$ cat src/hdl/flink_pkg.sv
// shared types, constants and codes of the framed request/reply link
package flink_pkg;

    // receive frame length, from address byte to checksum byte
    localparam int FRAME_LEN  = 6;
    localparam int RX_CNT_W   = $clog2(FRAME_LEN);

    // reply frame: header, four data bytes, checksum
    localparam int REPLY_LEN  = 6;
    localparam int TX_CNT_W   = $clog2(REPLY_LEN);

    localparam logic [7:0] STATUS_HEADER  = 8'h11;
    localparam logic [7:0] MEASURE_HEADER = 8'h33;

    localparam logic [7:0] STATUS_CODE_RESET  = 8'd1;
    localparam logic [7:0] MEASURE_CODE_RESET = 8'd2;

    // fixed-point scaling of the measurement reply
    localparam int RAW_W        = 16;
    localparam int VAC_SCALE_W  = 13;
    localparam int IAC_SCALE_W  = 11;
    localparam logic [VAC_SCALE_W-1:0] VAC_SCALE = 13'd4973;
    localparam logic [IAC_SCALE_W-1:0] IAC_SCALE = 11'd1500;
    localparam int SCALE_SHIFT  = 15;
    localparam int VAC_PROD_W   = RAW_W + VAC_SCALE_W;
    localparam int IAC_PROD_W   = RAW_W + IAC_SCALE_W;
    localparam logic [15:0] STATE_MASK = 16'h00FF;

    // queue between front and back, and result buffer
    localparam int QUEUE_DEPTH = 4;
    localparam int Q_PTR_W     = $clog2(QUEUE_DEPTH);
    localparam int Q_CNT_W     = $clog2(QUEUE_DEPTH + 1);
    localparam int OB_DEPTH    = 2;
    localparam int OB_PTR_W    = $clog2(OB_DEPTH);
    localparam int OB_CNT_W    = $clog2(OB_DEPTH + 1);

    // request kind bits
    localparam logic [1:0] KIND_NONE    = 2'b00;
    localparam logic [1:0] KIND_STATUS  = 2'b01;
    localparam logic [1:0] KIND_MEASURE = 2'b10;

    typedef enum logic
    {
        CMD_RX_BYTE = 1'b0,
        CMD_TX_SLOT = 1'b1
    } cmd_t;

    typedef enum logic
    {
        REG_STATUS_CODE  = 1'b0,
        REG_MEASURE_CODE = 1'b1
    } reg_index_t;

    typedef struct packed
    {
        cmd_t        cmd;
        logic [7:0]  rx_byte;
        logic        rx_is_address;
        logic [1:0]  addr_kind;
        logic [15:0] fault_flags;
        logic [7:0]  pfc_state;
        logic [15:0] vac_scaled;
        logic [15:0] iac_scaled;
    } work_item_t;

    typedef struct packed
    {
        logic [7:0] tx_byte;
        logic       tx_is_address;
        logic       tx_last;
    } result_t;

endpackage

$ cat src/hdl/flink_front.sv
// front end: decodes the request code and scales the measurements
module flink_front
(
    input  logic                  command,
    input  logic [7:0]            rx_byte,
    input  logic                  rx_is_address,
    input  logic [15:0]           fault_flags,
    input  logic [7:0]            pfc_state,
    input  logic [15:0]           vac_rms_raw,
    input  logic [15:0]           iac_rms_raw,
    input  logic [7:0]            status_code,
    input  logic [7:0]            measure_code,
    output flink_pkg::work_item_t item
);
    import flink_pkg::*;

    logic [VAC_PROD_W-1:0] vac_prod;
    logic [IAC_PROD_W-1:0] iac_prod;
    logic [1:0]            kind;

    assign vac_prod = vac_rms_raw * VAC_SCALE;
    assign iac_prod = iac_rms_raw * IAC_SCALE;

    // status code wins when both codes match
    always_comb
    begin
        priority if (rx_byte == status_code)
        begin
            kind = KIND_STATUS;
        end
        else if (rx_byte == measure_code)
        begin
            kind = KIND_MEASURE;
        end
        else
        begin
            kind = KIND_NONE;
        end
    end

    always_comb
    begin
        item.cmd           = cmd_t'(command);
        item.rx_byte       = rx_byte;
        item.rx_is_address = rx_is_address;
        item.addr_kind     = kind;
        item.fault_flags   = fault_flags;
        item.pfc_state     = pfc_state;
        item.vac_scaled    = 16'(vac_prod >> SCALE_SHIFT);
        item.iac_scaled    = 16'(iac_prod >> SCALE_SHIFT);
    end

endmodule

$ cat src/hdl/flink_queue.sv
// short item queue between front and back
module flink_queue
(
    input  logic                  clk,
    input  logic                  rst_n,
    input  logic                  push,
    input  flink_pkg::work_item_t push_item,
    output logic                  full,
    input  logic                  pop,
    output flink_pkg::work_item_t head_item,
    output logic                  empty
);
    import flink_pkg::*;

    work_item_t           slot_reg [QUEUE_DEPTH];
    logic [Q_PTR_W-1:0]   wr_ptr_reg, wr_ptr_next;
    logic [Q_PTR_W-1:0]   rd_ptr_reg, rd_ptr_next;
    logic [Q_CNT_W-1:0]   count_reg, count_next;
    logic                 do_push;
    logic                 do_pop;

    assign full      = (count_reg == Q_CNT_W'(QUEUE_DEPTH));
    assign empty     = (count_reg == '0);
    assign do_push   = push && !full;
    assign do_pop    = pop && !empty;
    assign head_item = slot_reg[rd_ptr_reg];

    always_comb
    begin
        wr_ptr_next = wr_ptr_reg;
        rd_ptr_next = rd_ptr_reg;
        count_next  = count_reg;
        if (do_push)
        begin
            wr_ptr_next = (wr_ptr_reg == Q_PTR_W'(QUEUE_DEPTH - 1)) ? '0
                                                                     : wr_ptr_reg + 1'b1;
        end
        if (do_pop)
        begin
            rd_ptr_next = (rd_ptr_reg == Q_PTR_W'(QUEUE_DEPTH - 1)) ? '0
                                                                     : rd_ptr_reg + 1'b1;
        end
        if (do_push && !do_pop)
        begin
            count_next = count_reg + 1'b1;
        end
        else if (do_pop && !do_push)
        begin
            count_next = count_reg - 1'b1;
        end
    end

    always_ff @(posedge clk or negedge rst_n)
    begin
        if (!rst_n)
        begin
            wr_ptr_reg <= '0;
            rd_ptr_reg <= '0;
            count_reg  <= '0;
        end
        else
        begin
            wr_ptr_reg <= wr_ptr_next;
            rd_ptr_reg <= rd_ptr_next;
            count_reg  <= count_next;
        end
    end

    always_ff @(posedge clk)
    begin
        if (do_push)
        begin
            slot_reg[wr_ptr_reg] <= push_item;
        end
    end

endmodule

$ cat src/hdl/flink_back.sv
// back end: receive framing, reply state, reply frames and result buffer
module flink_back
(
    input  logic                  clk,
    input  logic                  rst_n,
    input  flink_pkg::work_item_t item,
    input  logic                  item_valid,
    output logic                  item_take,
    output flink_pkg::result_t    res,
    output logic                  empty,
    input  logic                  pop
);
    import flink_pkg::*;

    logic [RX_CNT_W-1:0] rx_count_reg, rx_count_next;
    logic [1:0]          rx_kind_reg, rx_kind_next;
    logic [7:0]          rx_sum_reg, rx_sum_next;
    logic                reply_pending_reg, reply_pending_next;
    logic                reply_is_measure_reg, reply_is_measure_next;
    logic [TX_CNT_W-1:0] tx_count_reg, tx_count_next;
    logic [7:0]          status_frame_reg [1:REPLY_LEN-1];
    logic [7:0]          status_frame_next [1:REPLY_LEN-1];
    logic [7:0]          measure_frame_reg [1:REPLY_LEN-1];
    logic [7:0]          measure_frame_next [1:REPLY_LEN-1];

    result_t             ob_data_reg [OB_DEPTH];
    logic [OB_PTR_W-1:0] ob_wr_reg, ob_rd_reg;
    logic [OB_CNT_W-1:0] ob_count_reg, ob_count_next;

    logic                emit;
    logic                ob_pop;
    result_t             emit_res;
    logic [15:0]         word_a;
    logic [15:0]         word_b;
    logic [7:0]          header;
    logic [7:0]          byte_sum;
    logic [7:0]          frame_byte;

    assign item_take = item_valid && (ob_count_reg != OB_CNT_W'(OB_DEPTH));
    assign emit      = item_take && (item.cmd == CMD_TX_SLOT) && reply_pending_reg;
    assign empty     = (ob_count_reg == '0);
    assign ob_pop    = pop && !empty;
    assign res       = ob_data_reg[ob_rd_reg];

    // words and checksum of a rebuilt reply frame
    always_comb
    begin
        if (reply_is_measure_reg)
        begin
            word_a = item.vac_scaled;
            word_b = item.iac_scaled;
            header = MEASURE_HEADER;
        end
        else
        begin
            word_a = item.fault_flags;
            word_b = {8'h00, item.pfc_state} & STATE_MASK;
            header = STATUS_HEADER;
        end
        byte_sum = header + word_a[15:8] + word_a[7:0] + word_b[15:8] + word_b[7:0];
    end

    // receive side and reply progress on transmit slots
    always_comb
    begin
        rx_count_next         = rx_count_reg;
        rx_kind_next          = rx_kind_reg;
        rx_sum_next           = rx_sum_reg;
        reply_pending_next    = reply_pending_reg;
        reply_is_measure_next = reply_is_measure_reg;
        tx_count_next         = tx_count_reg;
        status_frame_next     = status_frame_reg;
        measure_frame_next    = measure_frame_reg;
        if (item_take)
        begin
            unique case (item.cmd)
                CMD_RX_BYTE:
                begin
                    if (item.rx_is_address)
                    begin
                        if (item.addr_kind != KIND_NONE)
                        begin
                            rx_kind_next  = rx_kind_reg | item.addr_kind;
                            rx_sum_next   = item.rx_byte;
                            rx_count_next = RX_CNT_W'(1);
                        end
                    end
                    else if (rx_kind_reg != KIND_NONE)
                    begin
                        if (rx_count_reg == RX_CNT_W'(FRAME_LEN - 1))
                        begin
                            if (item.rx_byte == ~rx_sum_reg)
                            begin
                                if (rx_kind_reg == KIND_STATUS)
                                begin
                                    reply_pending_next    = 1'b1;
                                    reply_is_measure_next = 1'b0;
                                end
                                else if (rx_kind_reg == KIND_MEASURE)
                                begin
                                    reply_pending_next    = 1'b1;
                                    reply_is_measure_next = 1'b1;
                                end
                            end
                            rx_count_next = '0;
                            rx_kind_next  = KIND_NONE;
                        end
                        else
                        begin
                            rx_sum_next   = rx_sum_reg + item.rx_byte;
                            rx_count_next = rx_count_reg + 1'b1;
                        end
                    end
                end
                CMD_TX_SLOT:
                begin
                    if (reply_pending_reg)
                    begin
                        if (tx_count_reg == '0)
                        begin
                            if (reply_is_measure_reg)
                            begin
                                measure_frame_next[1] = word_a[15:8];
                                measure_frame_next[2] = word_a[7:0];
                                measure_frame_next[3] = word_b[15:8];
                                measure_frame_next[4] = word_b[7:0];
                                measure_frame_next[5] = ~byte_sum;
                            end
                            else
                            begin
                                status_frame_next[1] = word_a[15:8];
                                status_frame_next[2] = word_a[7:0];
                                status_frame_next[3] = word_b[15:8];
                                status_frame_next[4] = word_b[7:0];
                                status_frame_next[5] = ~byte_sum;
                            end
                        end
                        if (tx_count_reg == TX_CNT_W'(REPLY_LEN - 1))
                        begin
                            tx_count_next      = '0;
                            reply_pending_next = 1'b0;
                        end
                        else
                        begin
                            tx_count_next = tx_count_reg + 1'b1;
                        end
                    end
                end
                default:
                begin
                end
            endcase
        end
    end

    // byte on offer for the current slot
    always_comb
    begin
        if (tx_count_reg == '0)
        begin
            frame_byte = reply_is_measure_reg ? MEASURE_HEADER : STATUS_HEADER;
        end
        else if (reply_is_measure_reg)
        begin
            frame_byte = measure_frame_reg[tx_count_reg];
        end
        else
        begin
            frame_byte = status_frame_reg[tx_count_reg];
        end
        emit_res.tx_byte       = frame_byte;
        emit_res.tx_is_address = (tx_count_reg == '0);
        emit_res.tx_last       = (tx_count_reg == TX_CNT_W'(REPLY_LEN - 1));
    end

    always_comb
    begin
        ob_count_next = ob_count_reg;
        if (emit && !ob_pop)
        begin
            ob_count_next = ob_count_reg + 1'b1;
        end
        else if (ob_pop && !emit)
        begin
            ob_count_next = ob_count_reg - 1'b1;
        end
    end

    always_ff @(posedge clk or negedge rst_n)
    begin
        if (!rst_n)
        begin
            rx_count_reg         <= '0;
            rx_kind_reg          <= KIND_NONE;
            rx_sum_reg           <= '0;
            reply_pending_reg    <= 1'b0;
            reply_is_measure_reg <= 1'b0;
            tx_count_reg         <= '0;
            status_frame_reg     <= '{default: 8'h00};
            measure_frame_reg    <= '{default: 8'h00};
            ob_wr_reg            <= '0;
            ob_rd_reg            <= '0;
            ob_count_reg         <= '0;
        end
        else
        begin
            rx_count_reg         <= rx_count_next;
            rx_kind_reg          <= rx_kind_next;
            rx_sum_reg           <= rx_sum_next;
            reply_pending_reg    <= reply_pending_next;
            reply_is_measure_reg <= reply_is_measure_next;
            tx_count_reg         <= tx_count_next;
            status_frame_reg     <= status_frame_next;
            measure_frame_reg    <= measure_frame_next;
            ob_count_reg         <= ob_count_next;
            if (emit)
            begin
                ob_wr_reg <= (ob_wr_reg == OB_PTR_W'(OB_DEPTH - 1)) ? '0 : ob_wr_reg + 1'b1;
            end
            if (ob_pop)
            begin
                ob_rd_reg <= (ob_rd_reg == OB_PTR_W'(OB_DEPTH - 1)) ? '0 : ob_rd_reg + 1'b1;
            end
        end
    end

    always_ff @(posedge clk)
    begin
        if (emit)
        begin
            ob_data_reg[ob_wr_reg] <= emit_res;
        end
    end

endmodule

$ cat src/hdl/framed_request_reply_link.sv
// top level of the framed request/reply link
//
// Framed request/reply link. Each input item is either a received byte
// (command 0, with its address mark) or an offered transmit slot (command 1).
// An address byte that matches the status or measurement request code opens a
// receive frame; the frame is complete on its sixth byte, and a correct
// checksum (low byte of the complement of the sum of the bytes before it) arms
// a reply. Each transmit slot while a reply is armed gives one result item:
// header 0x11 (status) or 0x33 (measurement), four data bytes, then a checksum;
// the first byte carries the address mark and the last one tx_last. The data
// is sampled from the item that opens a reply: fault word and state for a
// status reply, voltage scaled by 4973/32768 and current by 1500/32768 for a
// measurement reply. Throughput is one item per clock cycle, push and pop both
// sides, as long as results are popped and full stays low; an accepted item
// is registered in the four-entry queue between the decoding front end and
// the back end, which writes the result straight into the two-entry result
// buffer read by the result ports, and full rises only when that queue fills
// because results are not popped. The request codes sit in two 8-bit
// registers at byte addresses 0 and 4, read back over the same port; write
// them only while the link is idle. No clearing pass after reset.
module framed_request_reply_link
(
    input  logic        clk,
    input  logic        rst_n,
    // input items
    input  logic        push,
    output logic        full,
    input  logic        command,
    input  logic [7:0]  rx_byte,
    input  logic        rx_is_address,
    input  logic [15:0] fault_flags,
    input  logic [7:0]  pfc_state,
    input  logic [15:0] vac_rms_raw,
    input  logic [15:0] iac_rms_raw,
    // result items
    output logic        empty,
    input  logic        pop,
    output logic [7:0]  tx_byte,
    output logic        tx_is_address,
    output logic        tx_last,
    // register port
    input  logic        psel,
    input  logic        penable,
    input  logic        pwrite,
    input  logic [2:0]  paddr,
    input  logic [31:0] pwdata,
    output logic [31:0] prdata,
    output logic        pready
);
    import flink_pkg::*;

    logic [7:0] status_code_reg;
    logic [7:0] measure_code_reg;
    logic       cfg_write;
    reg_index_t cfg_index;

    work_item_t front_item;
    work_item_t head_item;
    logic       q_empty;
    logic       q_pop;
    result_t    res;

    // ---- register port: word aligned, index in address bit 2
    assign pready    = 1'b1;
    assign cfg_index = reg_index_t'(paddr[2]);
    assign cfg_write = psel && penable && pwrite && pready;

    always_ff @(posedge clk or negedge rst_n)
    begin
        if (!rst_n)
        begin
            status_code_reg  <= STATUS_CODE_RESET;
            measure_code_reg <= MEASURE_CODE_RESET;
        end
        else if (cfg_write)
        begin
            unique case (cfg_index)
                REG_STATUS_CODE:  status_code_reg  <= pwdata[7:0];
                REG_MEASURE_CODE: measure_code_reg <= pwdata[7:0];
                default:
                begin
                end
            endcase
        end
    end

    always_comb
    begin
        unique case (cfg_index)
            REG_STATUS_CODE:  prdata = {24'h000000, status_code_reg};
            REG_MEASURE_CODE: prdata = {24'h000000, measure_code_reg};
            default:          prdata = '0;
        endcase
    end

    // ---- front end: request decode and measurement scaling
    flink_front u_front
    (
        .command       (command),
        .rx_byte       (rx_byte),
        .rx_is_address (rx_is_address),
        .fault_flags   (fault_flags),
        .pfc_state     (pfc_state),
        .vac_rms_raw   (vac_rms_raw),
        .iac_rms_raw   (iac_rms_raw),
        .status_code   (status_code_reg),
        .measure_code  (measure_code_reg),
        .item          (front_item)
    );

    // ---- decoupling queue, its full flag is the input full
    flink_queue u_queue
    (
        .clk       (clk),
        .rst_n     (rst_n),
        .push      (push),
        .push_item (front_item),
        .full      (full),
        .pop       (q_pop),
        .head_item (head_item),
        .empty     (q_empty)
    );

    // ---- back end: framing, reply state and result buffer
    flink_back u_back
    (
        .clk        (clk),
        .rst_n      (rst_n),
        .item       (head_item),
        .item_valid (!q_empty),
        .item_take  (q_pop),
        .res        (res),
        .empty      (empty),
        .pop        (pop)
    );

    assign tx_byte       = res.tx_byte;
    assign tx_is_address = res.tx_is_address;
    assign tx_last       = res.tx_last;

endmodule

$ cat config.mk
export PLATFORM = sky130hd
export DESIGN_NAME = framed_request_reply_link
export DESIGN_NICKNAME = d
export VERILOG_FILES = /design/src/hdl/flink_pkg.sv /design/src/hdl/flink_front.sv /design/src/hdl/flink_queue.sv /design/src/hdl/flink_back.sv /design/src/hdl/framed_request_reply_link.sv
export SDC_FILE = /design/constraint.sdc
export NUM_CORES = 1
export LEC_CHECK = 0
export BUFFER_PORTS_ARGS = -buffer_cell sky130_fd_sc_hd__buf_2
export CORE_AREA = 5 5 313 315
export DETAILED_ROUTE_END_ITERATION = 10
export DIE_AREA = 0 0 318 320
export HOLD_SLACK_MARGIN = 0.15
export PLACE_DENSITY = 0.38
export SETUP_SLACK_MARGIN = 0.1
export SYNTH_ARGS = -nofsm -noshare
export SYNTH_HDL_FRONTEND = slang
export SYNTH_SLANG_ARGS = --single-unit
$ cat constraint.sdc
create_clock -name clk -period 4.15 [get_ports clk]
set_input_delay 0.2075 -clock clk [delete_from_list [all_inputs] [get_ports clk]]
set_output_delay 0.2075 -clock clk [all_outputs]
set_load 0.05 [all_outputs]
## Word-level counts from Yosys, hierarchy flattened

Memory sizes are Yosys's and may differ from the RTL's.
Cells that the tools add are included.

- Flip-flop bits (word level): 125
- RAM bits: 268
- Bits of input ports: 108
- Output and inout port bits: 45
- Word-level logic and storage cells: 158
- Memories kept: 2

Memory list:

| name | words | width | read ports | clocked after Yosys merged registers in | write ports | line | text |
|---|---|---|---|---|---|---|---|
| u_queue.slot_reg | 4 | 62 | 1 | 0 | 1 | flink_queue.sv:15 | `work_item_t slot_reg [QUEUE_DEPTH];` |
| u_back.ob_data_reg | 2 | 10 | 1 | 0 | 1 | flink_back.sv:26 | `result_t ob_data_reg [OB_DEPTH];` |

- Add/subtract/negate cells: 15
- Multiply operators: 2
- Magnitude comparators: 1
- Equality and inequality tests: 18
- Mux-type cells: 49
- Bitwise operators: 8
- Reduce and logical (&&, ||, !) cells: 39

Operators with widths:

| cell | number |
|---|---|
| $mux 8 | 10 |
| $pmux 32 s2 | 1 |
| $bmux 8 s3 | 2 |
| $add 8x8->8 | 4 |
| $mux 16 | 2 |
| $mul 16x13->29 const B | 1 |
| $mul 16x9->25 const B | 1 |
| $eq 8x8->1 | 3 |
| $mux 3 | 7 |
| $mux 2 | 10 |
| $reduce_and 5->1 | 4 |
| $not 8->8 | 2 |
| $mux 1 | 15 |
| $reduce_bool 2->1 | 7 |
| $logic_and 1x1->1 | 12 |
| $add 3x1->3 const B | 3 |
| $eq 3x3->1 const B | 3 |
| $add 6x8->8 | 1 |
| $ne 2x1->1 const B | 4 |
| $logic_not 1->1 | 7 |
| $reduce_and 7->1 | 1 |
| $add 2x1->2 const B | 3 |
| $eq 2x2->1 const B | 3 |
| $logic_not 3->1 | 2 |
| other kinds (17) | 24 |

## Depth between registers and ports, before layout

Gate-level depths: netlist of the first run.

- Depth in word-level cells: 9
- Gate-level depth with buffers: 19
- Depth with buffers taken out: 19

## Modules after synthesis

A second synthesis of the first run with hierarchy kept.

- Cells, all modules: 1917
- Area total of the unflattened synthesis: 25607.1 um2

By module, submodules not included:

| module | instances | cells an instance | area an instance (um2) | sequential area each (um2) |
|---|---|---|---|---|
| flink_queue | 1 | 393 | 10352.4 | 8343.0 |
| flink_front | 1 | 837 | 7558.5 | 0.0 |
| flink_back | 1 | 616 | 6767.7 | 3153.0 |
| framed_request_reply_link | 1 | 71 | 928.4 | 402.9 |

## Worst setup path after synthesis of the first run

No wires, ideal clock.

- Path type: input to register
- From: in iac_rms_raw[12]
- To: mem u_queue.slot_reg[0][11] (netlist name) (data pin)
- Library setup time: 0.272 ns
- Arrival: 4.245 ns
- Data required time: 3.878 ns
- Slack: -0.366 ns
- Stages on the path: 15
- Path buffers: 1
- Cell sequence: fa_1 inv_1 fa_1 inv_1 fa_1 inv_1 fa_1 inv_1 ha_1 clkbuf_1 inv_1 or4_1 o211ai_1 o31ai_1 o311ai_0

RTL lines:

| element | line | text |
|---|---|---|
| from (decl) | framed_request_reply_link.sv:34 | `input logic [15:0] iac_rms_raw,` |
| to (decl) | flink_queue.sv:15 |  |

## Final worst setup path of the first run

- From: reg u_queue.rd_ptr_reg[0]
- To: reg u_back.measure_frame_reg[7] (netlist name)

- Elaborated cells between the ends (all ways): 9
- Classes of those cells: add/sub: 4; mux: 2; bitwise: 1; reduce/logical: 1; memory: 1

RTL lines:

| element | line | text |
|---|---|---|
| from (decl) | flink_queue.sv:17 | `logic [Q_PTR_W-1:0] rd_ptr_reg, rd_ptr_next;` |
| from (signal assigned) | flink_queue.sv:64 | `rd_ptr_reg <= rd_ptr_next;` |
| $mem_v2 4x62 | - |  |
| $mux 16 | flink_back.sv:48 | `if (reply_is_measure_reg)` |
| named net u_back.word_b[9] | flink_back.sv:34 | `logic [15:0] word_b;` |
| $add 8x8->8 (2 in a row) | flink_back.sv:60 | `byte_sum = header + word_a[15:8] + word_a[7:0] + word_b[15:8] + word_b[7:0];` |
| $not 8->8 | flink_back.sv:127 | `measure_frame_next[5] = ~byte_sum;` |
| to (signal assigned) | flink_back.sv:214 | `measure_frame_reg <= measure_frame_next;` |
| to (decl) | flink_back.sv:23 | `logic [7:0] measure_frame_reg [1:REPLY_LEN-1];` |

The timed path passes the listed nets, and every way through them passes these cells.
A chain may end at the register's enable or synchronous reset.

==> results.cfg, run 1 <==
[worst_setup_path]
crit_path_frequent_cell = sky130_fd_sc_hd__fa_1
r2r_end = u_back.measure_frame_reg[7]
critPathCapture = u_back.measure_frame_reg[7]
critical_path_arrival_ns = 4.57
critical_path.startpoint = u_queue.rd_ptr_reg[0]
r2r.worst_path.cells = 14
cp_top_family = adder cells
crit_type = flop to flop
path_cells = buf_6 > buf_16 > mux4_2 > and2_4 > fa_1 > fa_1 > ha_1 > nor2b_4 > o21ai_2 > a21oi_2 > or4_4 > o21ai_4 > xnor2_2 > mux2_2
worstPathBufferInverterCount = 2
worst-r2r-setup-slack_ns = 0.04
timing.critical_path.slowest_stage_cell = sky130_fd_sc_hd__fa_1
timing.rr.start = u_queue.rd_ptr_reg[0]
cpPeakStageDelay_ns = 0.54
cp_num_cells = 14
worst_setup_path_start_kind = flop
end_kind = flop
timing.critical_path.fanout_max = 5
cp.required_ns = 4.61

[die]
row_count = 113
chipWidth_um = 318
die_height_um = 320
design.portCount = 153
die_ar_sq_mm = 0.102
start_util_pct = 24.9
total_core_area_sq_mm = 0.0946

[routing]
wl_per_cell_um = 16.6
via_count = 14300
post_detailed_route_drc_marker_count = 0
postRouteWirelength_mm = 57.6
drtPass1Iterations = 4
final_antenna_net_count = 0
detailedRoute.firstIterationViolations = 510
vias_per_cell = 4.12

[synth]
yosys_register_bits = 385
edff_count_synth = 268
synthesis.instances = 1803
synthFlopType = sky130_fd_sc_hd__edfxtp_1
synthesis.area_sq_mm = 0.0235
synthesized_area_divided_by_synthesized_cell_count_sq_um = 13.0
yosysWarnings = 0
post_synth_arst_share_pct = 30.4
synth_sequential_area_ratio_pct = 46.7
synthDistinctLibCells = 66

[global_routing]
grt_max_degree = 64
number_of_antenna_violations_at_the_first_check_in_global_routing = 8
number_of_global_route_vias_before_repair = 15900
grt_usage_pct = 11.3
globalRoute.totalOverflow = 0
grt_first_pass_wirelength_mm = 92.0

[final_layout]
fillCellCount = 9541
share_of_the_core_filled_with_cells_pct = 31.8
postLayoutCellArea_sq_mm = 0.0301
largest_reg_flops = 248
final_layout_size_suffix_gt1_share_pct = 31.4
fin_nets = 2608
area.growth.synth_to_final_pct = 28.0

[timing]
report.final.hold_viol_count = 0
timing.max_slew.rel_slack_pct = 41.6
timing.clock.skew_ns = 0.0256
fin_worst_hold_slack_ns = 0.299
setup_repair_after_global_routing_missed_its_margin = true
final_max_slew_viol_count = 0
postLayoutSetupSlackWorst_ns = 0.0419
timing.final.setup_violations = 0
final_critical_delay_including_setup_and_external_delays_ns = 4.11
tightestPinTransition_ns = 0.872
post-route-period-util_pct = 99.0
timing_limited_maximum_frequency_ghz = 0.243

[clocking]
cts_htree_levels = 2
clock_tree.buffer_depth = 3
tritoncts = built
insertion_delay_ns = 0.58
cts_buf_count = 42
clock_root_buffer = sky130_fd_sc_hd__clkbuf_16
cts_num_sinks = 385
worst_setup_hold_path_clk_slew_ns = 0.06

[run]
max_cap_viol_count = 0

[status]
outcome = finished clean

[hold_path]
hold_path.class = input pin to async pin

[placed_design]
dp_worst_setup_slack_ns = -0.583
detailed_place.area_sq_mm = 0.0273
finalWeightedCongestion = 0.779
dp_hpwl_mm = 43.0
io_buffers = 101

[power]
cellLeakagePower_uw = 0.0129
power-per-cell-area_mw_per_mm2 = 859
p_total_uw = 25900
max-vdd-ir-drop_mv = 0.585
[how the worst min path moves through the flow]
stage                from                           to  slack, ns  cells past startpoint
floorplan           rst_n          measure_code_reg[0]      -0.09                      0
global placement    rst_n  u_back.status_frame_reg[18]       0.35                      1
detailed placement  rst_n  u_back.status_frame_reg[18]       0.35                      1
CTS                 rst_n  u_back.status_frame_reg[14]       0.28                      2
global route        rst_n  u_back.status_frame_reg[18]       0.33                      2
finish              rst_n  u_back.status_frame_reg[18]       0.30                      2
[metrics by stage]
| step | instances | TNS, ns |
|---|---|---|
| 5_1_grt | 3467 | -0.228 |
| 3_3_place_gp | 3319 | -42.39 |
| 2_1_floorplan | 1826 | -0.246 |
| 3_5_place_dp | 3319 | -45.65 |
| 6_report | 3471 | 0 |
| 4_1_cts | 3448 | -0.0332 |
[metal layers]
layer	vias up	part of all wire, %	track usage (%)
met2	171	49	19.4
met5	-	0.047	0
li1	6878	-	-
met3	62	3.0	1.88
met1	7199	47	15.4
met4	4	1.5	2.07
[final cells by class]
type	count	area, sq um	area share, %
clock buffer	64	1220	4.04
sequential	385	11000	36.5
tap	1265	1580	5.26
multi-input combinational	1026	11800	39.3
antenna	6	15.0	0.0499
timing repair buffer	369	2980	9.91
clock inverter	14	188	0.623
inverter	342	1290	4.30
[logic make-up after synthesis]
group                      synth area share [%]
other                                    0.0319
DFF                                        46.7
AOI/OAI and AO/OA                          5.44
muxes                                      11.0
adders and majority gates                  22.7
and+or+nand+nor                            4.62
buffers and inverters                      7.18
xor gates and xnor gates                   2.27
[cells in the mapped netlist, drive strengths merged (2+ instances only)]
| cell | count | share of area [%] |
|---|---|---|
| or4 | 2 | 0.064 |
| o211ai | 4 | 0.13 |
| a21boi | 4 | 0.18 |
| a21oi | 59 | 1.3 |
| a211o | 2 | 0.074 |
| fa | 156 | 13 |
| clkbuf | 24 | 0.38 |
| a211oi | 7 | 0.24 |
| mux2 | 86 | 4.1 |
| nor2b | 14 | 0.37 |
| mux4 | 62 | 5.9 |
| a31oi | 6 | 0.16 |
| nand2 | 94 | 1.5 |
| o21bai | 2 | 0.064 |
| nor2 | 58 | 0.99 |
| o311ai | 2 | 0.074 |
| ha | 178 | 9.5 |
| or3 | 4 | 0.11 |
| and3 | 3 | 0.080 |
| o22ai | 8 | 0.21 |
| dfrtp | 115 | 12 |
| a221oi | 5 | 0.19 |
| o21ai | 49 | 1.0 |
| inv | 342 | 5.5 |
| nand3 | 16 | 0.34 |
| edfxtp | 268 | 34 |
| o21a | 12 | 0.38 |
| nand4 | 10 | 0.27 |
| dfstp | 2 | 0.22 |
| xor2 | 12 | 0.45 |
| nand4b | 3 | 0.11 |
| xnor2 | 49 | 1.8 |
| a22oi | 15 | 0.48 |
| a21o | 9 | 0.29 |
| o221ai | 7 | 0.26 |
| conb | 2 | 0.032 |
| mux2i | 23 | 0.98 |
| and2 | 16 | 0.43 |
| buf | 49 | 1.3 |
| nor3 | 6 | 0.13 |
| nand2b | 5 | 0.13 |
[layout by cell type, fill, tap and decap left out, types with 9 or more instances in the layout]
| cell | Yosys | routed |
|---|---|---|
| sky130_fd_sc_hd__a22oi_1 | 15 | 15 |
| sky130_fd_sc_hd__nand2_1 | 93 | 81 |
| sky130_fd_sc_hd__nand4_1 | 10 | 10 |
| sky130_fd_sc_hd__nor2b_1 | 14 | 11 |
| sky130_fd_sc_hd__inv_1 | 341 | 302 |
| sky130_fd_sc_hd__a21o_1 | 9 | 9 |
| sky130_fd_sc_hd__mux4_2 | 62 | 62 |
| sky130_fd_sc_hd__buf_2 | 18 | 81 |
| sky130_fd_sc_hd__edfxtp_1 | 268 | 268 |
| sky130_fd_sc_hd__xnor2_1 | 49 | 38 |
| sky130_fd_sc_hd__dlygate4sd3_1 | 0 | 45 |
| sky130_fd_sc_hd__xor2_1 | 12 | 10 |
| sky130_fd_sc_hd__dfrtp_1 | 115 | 113 |
| sky130_fd_sc_hd__a21oi_1 | 58 | 49 |
| sky130_fd_sc_hd__nand2_2 | 1 | 11 |
| sky130_fd_sc_hd__mux2_2 | 83 | 81 |
| sky130_fd_sc_hd__buf_4 | 25 | 202 |
| sky130_fd_sc_hd__clkbuf_1 | 24 | 16 |
| sky130_fd_sc_hd__o21ai_0 | 48 | 38 |
| sky130_fd_sc_hd__fa_1 | 156 | 149 |
| sky130_fd_sc_hd__clkbuf_16 | 0 | 44 |
| sky130_fd_sc_hd__xnor2_2 | 0 | 10 |
| sky130_fd_sc_hd__buf_6 | 2 | 23 |
| sky130_fd_sc_hd__nor2_1 | 57 | 54 |
| sky130_fd_sc_hd__nand3_1 | 16 | 10 |
| sky130_fd_sc_hd__ha_4 | 0 | 31 |
| sky130_fd_sc_hd__mux2i_1 | 23 | 23 |
| sky130_fd_sc_hd__ha_1 | 178 | 146 |
| sky130_fd_sc_hd__o21a_1 | 12 | 12 |
| sky130_fd_sc_hd__buf_12 | 0 | 14 |
| sky130_fd_sc_hd__inv_2 | 1 | 37 |
| sky130_fd_sc_hd__conb_1 | 2 | 25 |
[power breakdown]
part | switching, uW | leakage, uW | internal (uW)
combinational | 8100 | 0.00822 | 7760
clock | 1550 | 0.000679 | 2230
sequential | 289 | 0.00404 | 5930
total | 9940 | 0.0129 | 15900
[timing repair]
action                     4_1_cts  5_1_grt
hold endpoints to repair       210        0
hold buffers                    45        0
setup endpoints to repair       34       90
gates cloned                     1        0
pin swaps                        9       80
gates resized for setup         29      167
buffers inserted                 5       18
(Power assumes the default switching activity.)
==> run 2, diff against run 1 <==
--- a/config.mk
+++ b/config.mk
@@ -10,7 +10,6 @@
 export DETAILED_ROUTE_END_ITERATION = 10
 export DIE_AREA = 0 0 318 320
 export HOLD_SLACK_MARGIN = 0.15
-export PLACE_DENSITY = 0.38
 export SETUP_SLACK_MARGIN = 0.1
 export SYNTH_ARGS = -nofsm -noshare
 export SYNTH_HDL_FRONTEND = slang
==> run 2 against run 1 <==
Net effect:
- sequential share of layout area rose by 0.85 points
- highest routed layer unchanged
- worst setup slack better by 0.032 ns
- worst hold slack got worse by 0.10 ns
- largest cell class unchanged
- critical path type unchanged
- clock skew fell by 0.0026 ns
- non-clock buffer count down 44
- die area stayed put
- cell area is 2.3% lower
==> results.cfg, run 2 (synthesis gave the netlist of run 1 again) <==
[worst_setup_path]
r2r.worst_path.cells = 13
timing.critical_path.slowest_stage_cell = sky130_fd_sc_hd__fa_1
timing.rr.start = u_queue.rd_ptr_reg[0]
critical_path_arrival_ns = 4.50
worst_setup_path_start_kind = flop
cpPeakStageDelay_ns = 0.55
crit_type = flop to flop
cp.required_ns = 4.57
timing.critical_path.fanout_max = 8
worst-r2r-setup-slack_ns = 0.07
path_cells = buf_12 > buf_4 > buf_4 > mux4_2 > nand2_1 > nand2_1 > fa_1 > fa_1 > ha_1 > or4_1 > o21ai_2 > xnor2_1 > mux2_2
r2r_end = u_back.status_frame_reg[7]
end_kind = flop

[timing]
report.final.hold_viol_count = 0
post-route-period-util_pct = 98.2
timing_limited_maximum_frequency_ghz = 0.245
timing.clock.skew_ns = 0.0230
setup_repair_after_global_routing_missed_its_margin = true
tightestPinTransition_ns = 1.02
setup-tns-final_ns = 0
final_critical_delay_including_setup_and_external_delays_ns = 4.08
final_max_slew_viol_count = 0
timing.max_slew.rel_slack_pct = 32.0
timing.final.setup_violations = 0

[final_layout]
mostFrequentLayoutCell = sky130_fd_sc_hd__inv_1
fillCellCount = 9434
area.growth.synth_to_final_pct = 25.1
layout_common_cells = sky130_fd_sc_hd__inv_1, sky130_fd_sc_hd__edfxtp_1, sky130_fd_sc_hd__buf_4, sky130_fd_sc_hd__fa_1, sky130_fd_sc_hd__ha_1
share_of_the_core_filled_with_cells_pct = 31.1
final_layout_size_suffix_gt1_share_pct = 29.7
count_of_non_filler_cells_in_the_finished_layout = 3423
fin_nets = 2561
largest_reg_flops = 248

[global_routing]
grt_max_degree = 72
number_of_antenna_violations_at_the_first_check_in_global_routing = 11
globalRoute.totalOverflow = 0
grt_first_pass_wirelength_mm = 82.6
grt_usage_pct = 9.96
number_of_global_route_vias_before_repair = 15100

[routing]
wl_per_cell_um = 14.9
detailedRoute.firstIterationViolations = 593
post_detailed_route_drc_marker_count = 0
vias_per_cell = 4.13
via_count = 14100
postRouteWirelength_mm = 50.9
drtPass1Iterations = 4
final_antenna_net_count = 0

[hold_path]
holdPathStages = 4
hold_path.class = input pin to flop
worstHoldEndpoint = u_queue.wr_ptr_reg[0]
timing.hold.worst.start = push

[die]
chipWidth_um = 318
start_util_pct = 24.9
row_count = 113
design.portCount = 153
total_core_area_sq_mm = 0.0946
die_height_um = 320
die_ar_sq_mm = 0.102

[clocking]
clock_root_buffer = sky130_fd_sc_hd__clkbuf_16
cts_htree_levels = 2
tritoncts = built
insertion_delay_ns = 0.55
cts_buf_count = 39
clock_tree.buffer_depth = 3
worst_setup_hold_path_clk_slew_ns = 0.06
cts_num_sinks = 385

[placed_design]
io_buffers = 101
finalWeightedCongestion = 0.797
dp_cells = 3286
dp_hpwl_mm = 38.0

[power]
cellLeakagePower_uw = 0.0126
power-per-cell-area_mw_per_mm2 = 834
max-vdd-ir-drop_mv = 0.727

[run]
max_cap_viol_count = 0

[status]
outcome = finished clean
[run 2: layer usage]
metal	part of all wire, %	GRT usage (%)
met2	48	16.9
met4	1.4	1.96
met1	47	13.7
met3	3.2	1.39
met5	0.026	0
[run 2: worst max path at each step]
stage | from | to | slack [ns]
2_1_floorplan | iac_rms_raw[11] | u_queue.slot_reg[0][10] | -0.04
3_3_place_gp | iac_rms_raw[9] | u_queue.slot_reg[0][8] | -0.45
3_5_place_dp | iac_rms_raw[10] | u_queue.slot_reg[1][8] | -0.46
4_1_cts | u_queue.rd_ptr_reg[0] | u_back.status_frame_reg[7] | 0.02
5_1_grt | u_queue.rd_ptr_reg[0] | u_back.measure_frame_reg[7] | -0.07
6_report | u_queue.rd_ptr_reg[0] | u_back.status_frame_reg[7] | 0.07
[run 2: timing repair]
item	CTS	global route
endpoints found under the hold margin	221	0
resized for setup	9	126
hold buffers	44	0
endpoints found under the setup margin	4	93
buffers inserted	3	10
pin swaps	1	56
[run 2: power breakdown]
group	internal [uW]	switching [uW]
Clock	1950	1470
Combinational	7170	7720
Sequential	5930	303
Total	15100	9490
[run 2: cell type report]
type	instances	area [sq um]	share of cell area (%)
clock buffer	46	1010	3.44
tap	1265	1580	5.38
inverter	342	1290	4.40
clock inverter	25	245	0.834
multi-input combinational	1026	11800	39.9
timing repair buffer	325	2520	8.58
antenna	9	22.5	0.0766
sequential	385	11000	37.3
[run 2: through the flow]
step / power, uW / setup slack [ns] / hold WS (ns) / cell area [sq um]
6_report: 24500 / 0.0735 / 0.198 / 29400
5_1_grt: 26500 / -0.0720 / 0.248 / 29400
4_1_cts: 23300 / 0.0198 / 0.186 / 28800
3_5_place_dp: 19600 / -0.459 / 0.429 / 27000
3_3_place_gp: 19500 / -0.453 / 0.427 / 27000
2_1_floorplan: 15000 / -0.0409 / -0.0881 / 24000
[run 2: worst max-delay path, delay by kind of cell (launching register included)]
family | cells | cell delay [ns]
AO/OA/AOI/OAI | 1 | 0.10
XOR/XNOR | 1 | 0.12
adder cells (fa/ha/maj) | 3 | 1.22
buffers and inverters | 3 | 0.44
flip-flops | 1 | 0.53
multiplexers | 2 | 0.78
AND/OR/NAND/NOR | 3 | 0.76
==> run 3, diff against run 2 <==
--- a/config.mk
+++ b/config.mk
@@ -6,9 +6,9 @@
 export NUM_CORES = 1
 export LEC_CHECK = 0
 export BUFFER_PORTS_ARGS = -buffer_cell sky130_fd_sc_hd__buf_2
-export CORE_AREA = 5 5 313 315
+export CORE_AREA = 5 5 287 289
 export DETAILED_ROUTE_END_ITERATION = 10
-export DIE_AREA = 0 0 318 320
+export DIE_AREA = 0 0 292 294
 export HOLD_SLACK_MARGIN = 0.15
 export SETUP_SLACK_MARGIN = 0.1
 export SYNTH_ARGS = -nofsm -noshare
==> run 3 against run 2 <==
Net effect:
- non-clock buffer count is 11 higher
- routed wire length hardly changed
- power is 1.2% lower
==> results.cfg, run 3 (synthesis gave the netlist of run 1 again) <==
[final_layout]
postLayoutCellArea_sq_mm = 0.0292
fin_nets = 2573
multi_input_comb_area_sq_mm = 0.0117
mostFrequentLayoutCell = sky130_fd_sc_hd__inv_1
area.growth.synth_to_final_pct = 24.1
largest_reg_flops = 248
fillCellCount = 7645
layout_common_cells = sky130_fd_sc_hd__inv_1, sky130_fd_sc_hd__edfxtp_1, sky130_fd_sc_hd__buf_4, sky130_fd_sc_hd__fa_1, sky130_fd_sc_hd__ha_1
final_layout_size_suffix_gt1_share_pct = 29.8
ff_latch_area_sq_mm = 0.0110

[timing]
setup_repair_after_global_routing_missed_its_margin = true
timing.clock.skew_ns = 0.0223
timing_limited_maximum_frequency_ghz = 0.245
report.final.hold_viol_count = 0
final_max_slew_viol_count = 0
timing.max_slew.rel_slack_pct = 34.5
postLayoutSetupSlackWorst_ns = 0.0614
final_critical_delay_including_setup_and_external_delays_ns = 4.09
timing.final.setup_violations = 0
post-route-period-util_pct = 98.5
tightestPinTransition_ns = 0.982

[worst_setup_path]
critical_path_arrival_ns = 4.50
r2r_end = u_back.status_frame_reg[7]
r2r.worst_path.cells = 14
timing.critical_path.slowest_stage_cell = sky130_fd_sc_hd__fa_1
timing.rr.start = u_queue.rd_ptr_reg[0]
cpPeakStageDelay_ns = 0.56
crit_type = flop to flop
worst_setup_path_start_kind = flop
timing.critical_path.fanout_max = 6
end_kind = flop
cp.required_ns = 4.56
worst-r2r-setup-slack_ns = 0.06
path_cells = buf_12 > mux4_2 > nand2_4 > nand2_4 > fa_1 > fa_1 > ha_1 > nor2b_1 > o21ai_1 > a21oi_2 > or4_1 > o21ai_2 > xnor2_2 > mux2_2

[routing]
detailedRoute.firstIterationViolations = 548
post_detailed_route_drc_marker_count = 0
vias_per_cell = 4.42
drtPass1Iterations = 4
via_count = 14300
final_antenna_net_count = 0
postRouteWirelength_mm = 50.9
wl_per_cell_um = 15.8

[global_routing]
grt_first_pass_wirelength_mm = 83.1
number_of_antenna_violations_at_the_first_check_in_global_routing = 10
grt_max_degree = 63
globalRoute.totalOverflow = 0
grt_usage_pct = 11.8
number_of_global_route_vias_before_repair = 15600

[clocking]
clock_root_buffer = sky130_fd_sc_hd__clkbuf_16
cts_htree_levels = 2
insertion_delay_ns = 0.54
cts_num_sinks = 385
clock_tree.buffer_depth = 3
worst_setup_hold_path_clk_slew_ns = 0.06
tritoncts = built
cts_buf_count = 40

[placed_design]
dp_worst_setup_slack_ns = -0.531
io_buffers = 101
detailed_place.area_sq_mm = 0.0267
finalWeightedCongestion = 0.851
dp_hpwl_mm = 38.3

[die]
design.portCount = 153
die_ar_sq_mm = 0.0858
row_count = 104
chipWidth_um = 292
start_util_pct = 29.5
total_core_area_sq_mm = 0.0796
die_height_um = 294

[power]
power-per-cell-area_mw_per_mm2 = 830
max-vdd-ir-drop_mv = 0.664
cellLeakagePower_uw = 0.0126

[hold_path]
worstHoldEndpoint = u_queue.wr_ptr_reg[0]
holdPathStages = 4
timing.hold.worst.start = push
hold_path.class = input pin to flop

[status]
outcome = finished clean

[run]
max_cap_viol_count = 0
run 3: cell type report:
type	count	area share, %
Antenna cell	7	0.0600
Clock buffer	44	3.48
Clock inverter	29	0.806
Inverter	342	4.48
Multi-Input combinational cell	1026	40.2
Sequential cell	385	37.6
Tap cell	1060	4.54
Timing Repair Buffer	336	8.78
run 3: stage by stage:
stage,instances,util [%],hold slack [ns],TNS (ns),total power (uW)
after detailed placement,3087,33.6,0.357,-40.06,19500
after floorplan,1826,-,-0.0881,-0.246,15000
after global placement,3087,33.6,0.339,-34.35,19100
final,3229,36.7,0.212,0,24200
after global routing,3225,36.7,0.237,-0.262,26200
after CTS,3209,35.8,0.197,0,23400
run 3: critical path: cells and delay by family, from the launching register on:
kind / cells / cell delay, ns
AO/OA/AOI/OAI: 3 / 0.40
adder cells (fa/ha/maj): 3 / 1.31
multiplexers: 2 / 0.80
buffers and inverters: 1 / 0.14
flip-flops: 1 / 0.50
XOR/XNOR: 1 / 0.09
AND/OR/NAND/NOR: 4 / 0.72
run 3: worst max-delay path by stage:
stage                           from                    endpoint  slack [ns]  depth (start not counted)
2_1_floorplan        iac_rms_raw[11]     u_queue.slot_reg[0][10]       -0.04                         16
3_3_place_gp         iac_rms_raw[10]      u_queue.slot_reg[0][8]       -0.49                         17
6_report       u_queue.rd_ptr_reg[0]  u_back.status_frame_reg[7]        0.06                         14
3_5_place_dp         iac_rms_raw[10]      u_queue.slot_reg[3][8]       -0.53                         17
5_1_grt        u_queue.rd_ptr_reg[0]  u_back.status_frame_reg[6]       -0.05                         16
4_1_cts        u_queue.rd_ptr_reg[0]  u_back.status_frame_reg[7]       0.002                         13
run 3: what timing repair did:
action,4_1_cts,5_1_grt
setup endpoints to repair,24,89
hold endpoints to repair,206,0
pin swaps,5,66
resized for setup,16,129
hold buffers,44,0
setup buffers,5,14
run 3: power breakdown:
part / internal, uW / switching [uW]
Clock: 1960 / 1450
Sequential: 5930 / 305
Combinational: 7060 / 7530
run 3: metal layers:
layer / up-vias / wire (um) / track usage, %
met5: - / 39 / 0
met4: 6 / 776 / 2.33
met3: 53 / 1460 / 1.70
met2: 166 / 25700 / 20.8
met1: 7229 / 23000 / 15.6
li1: 6807 / - / -
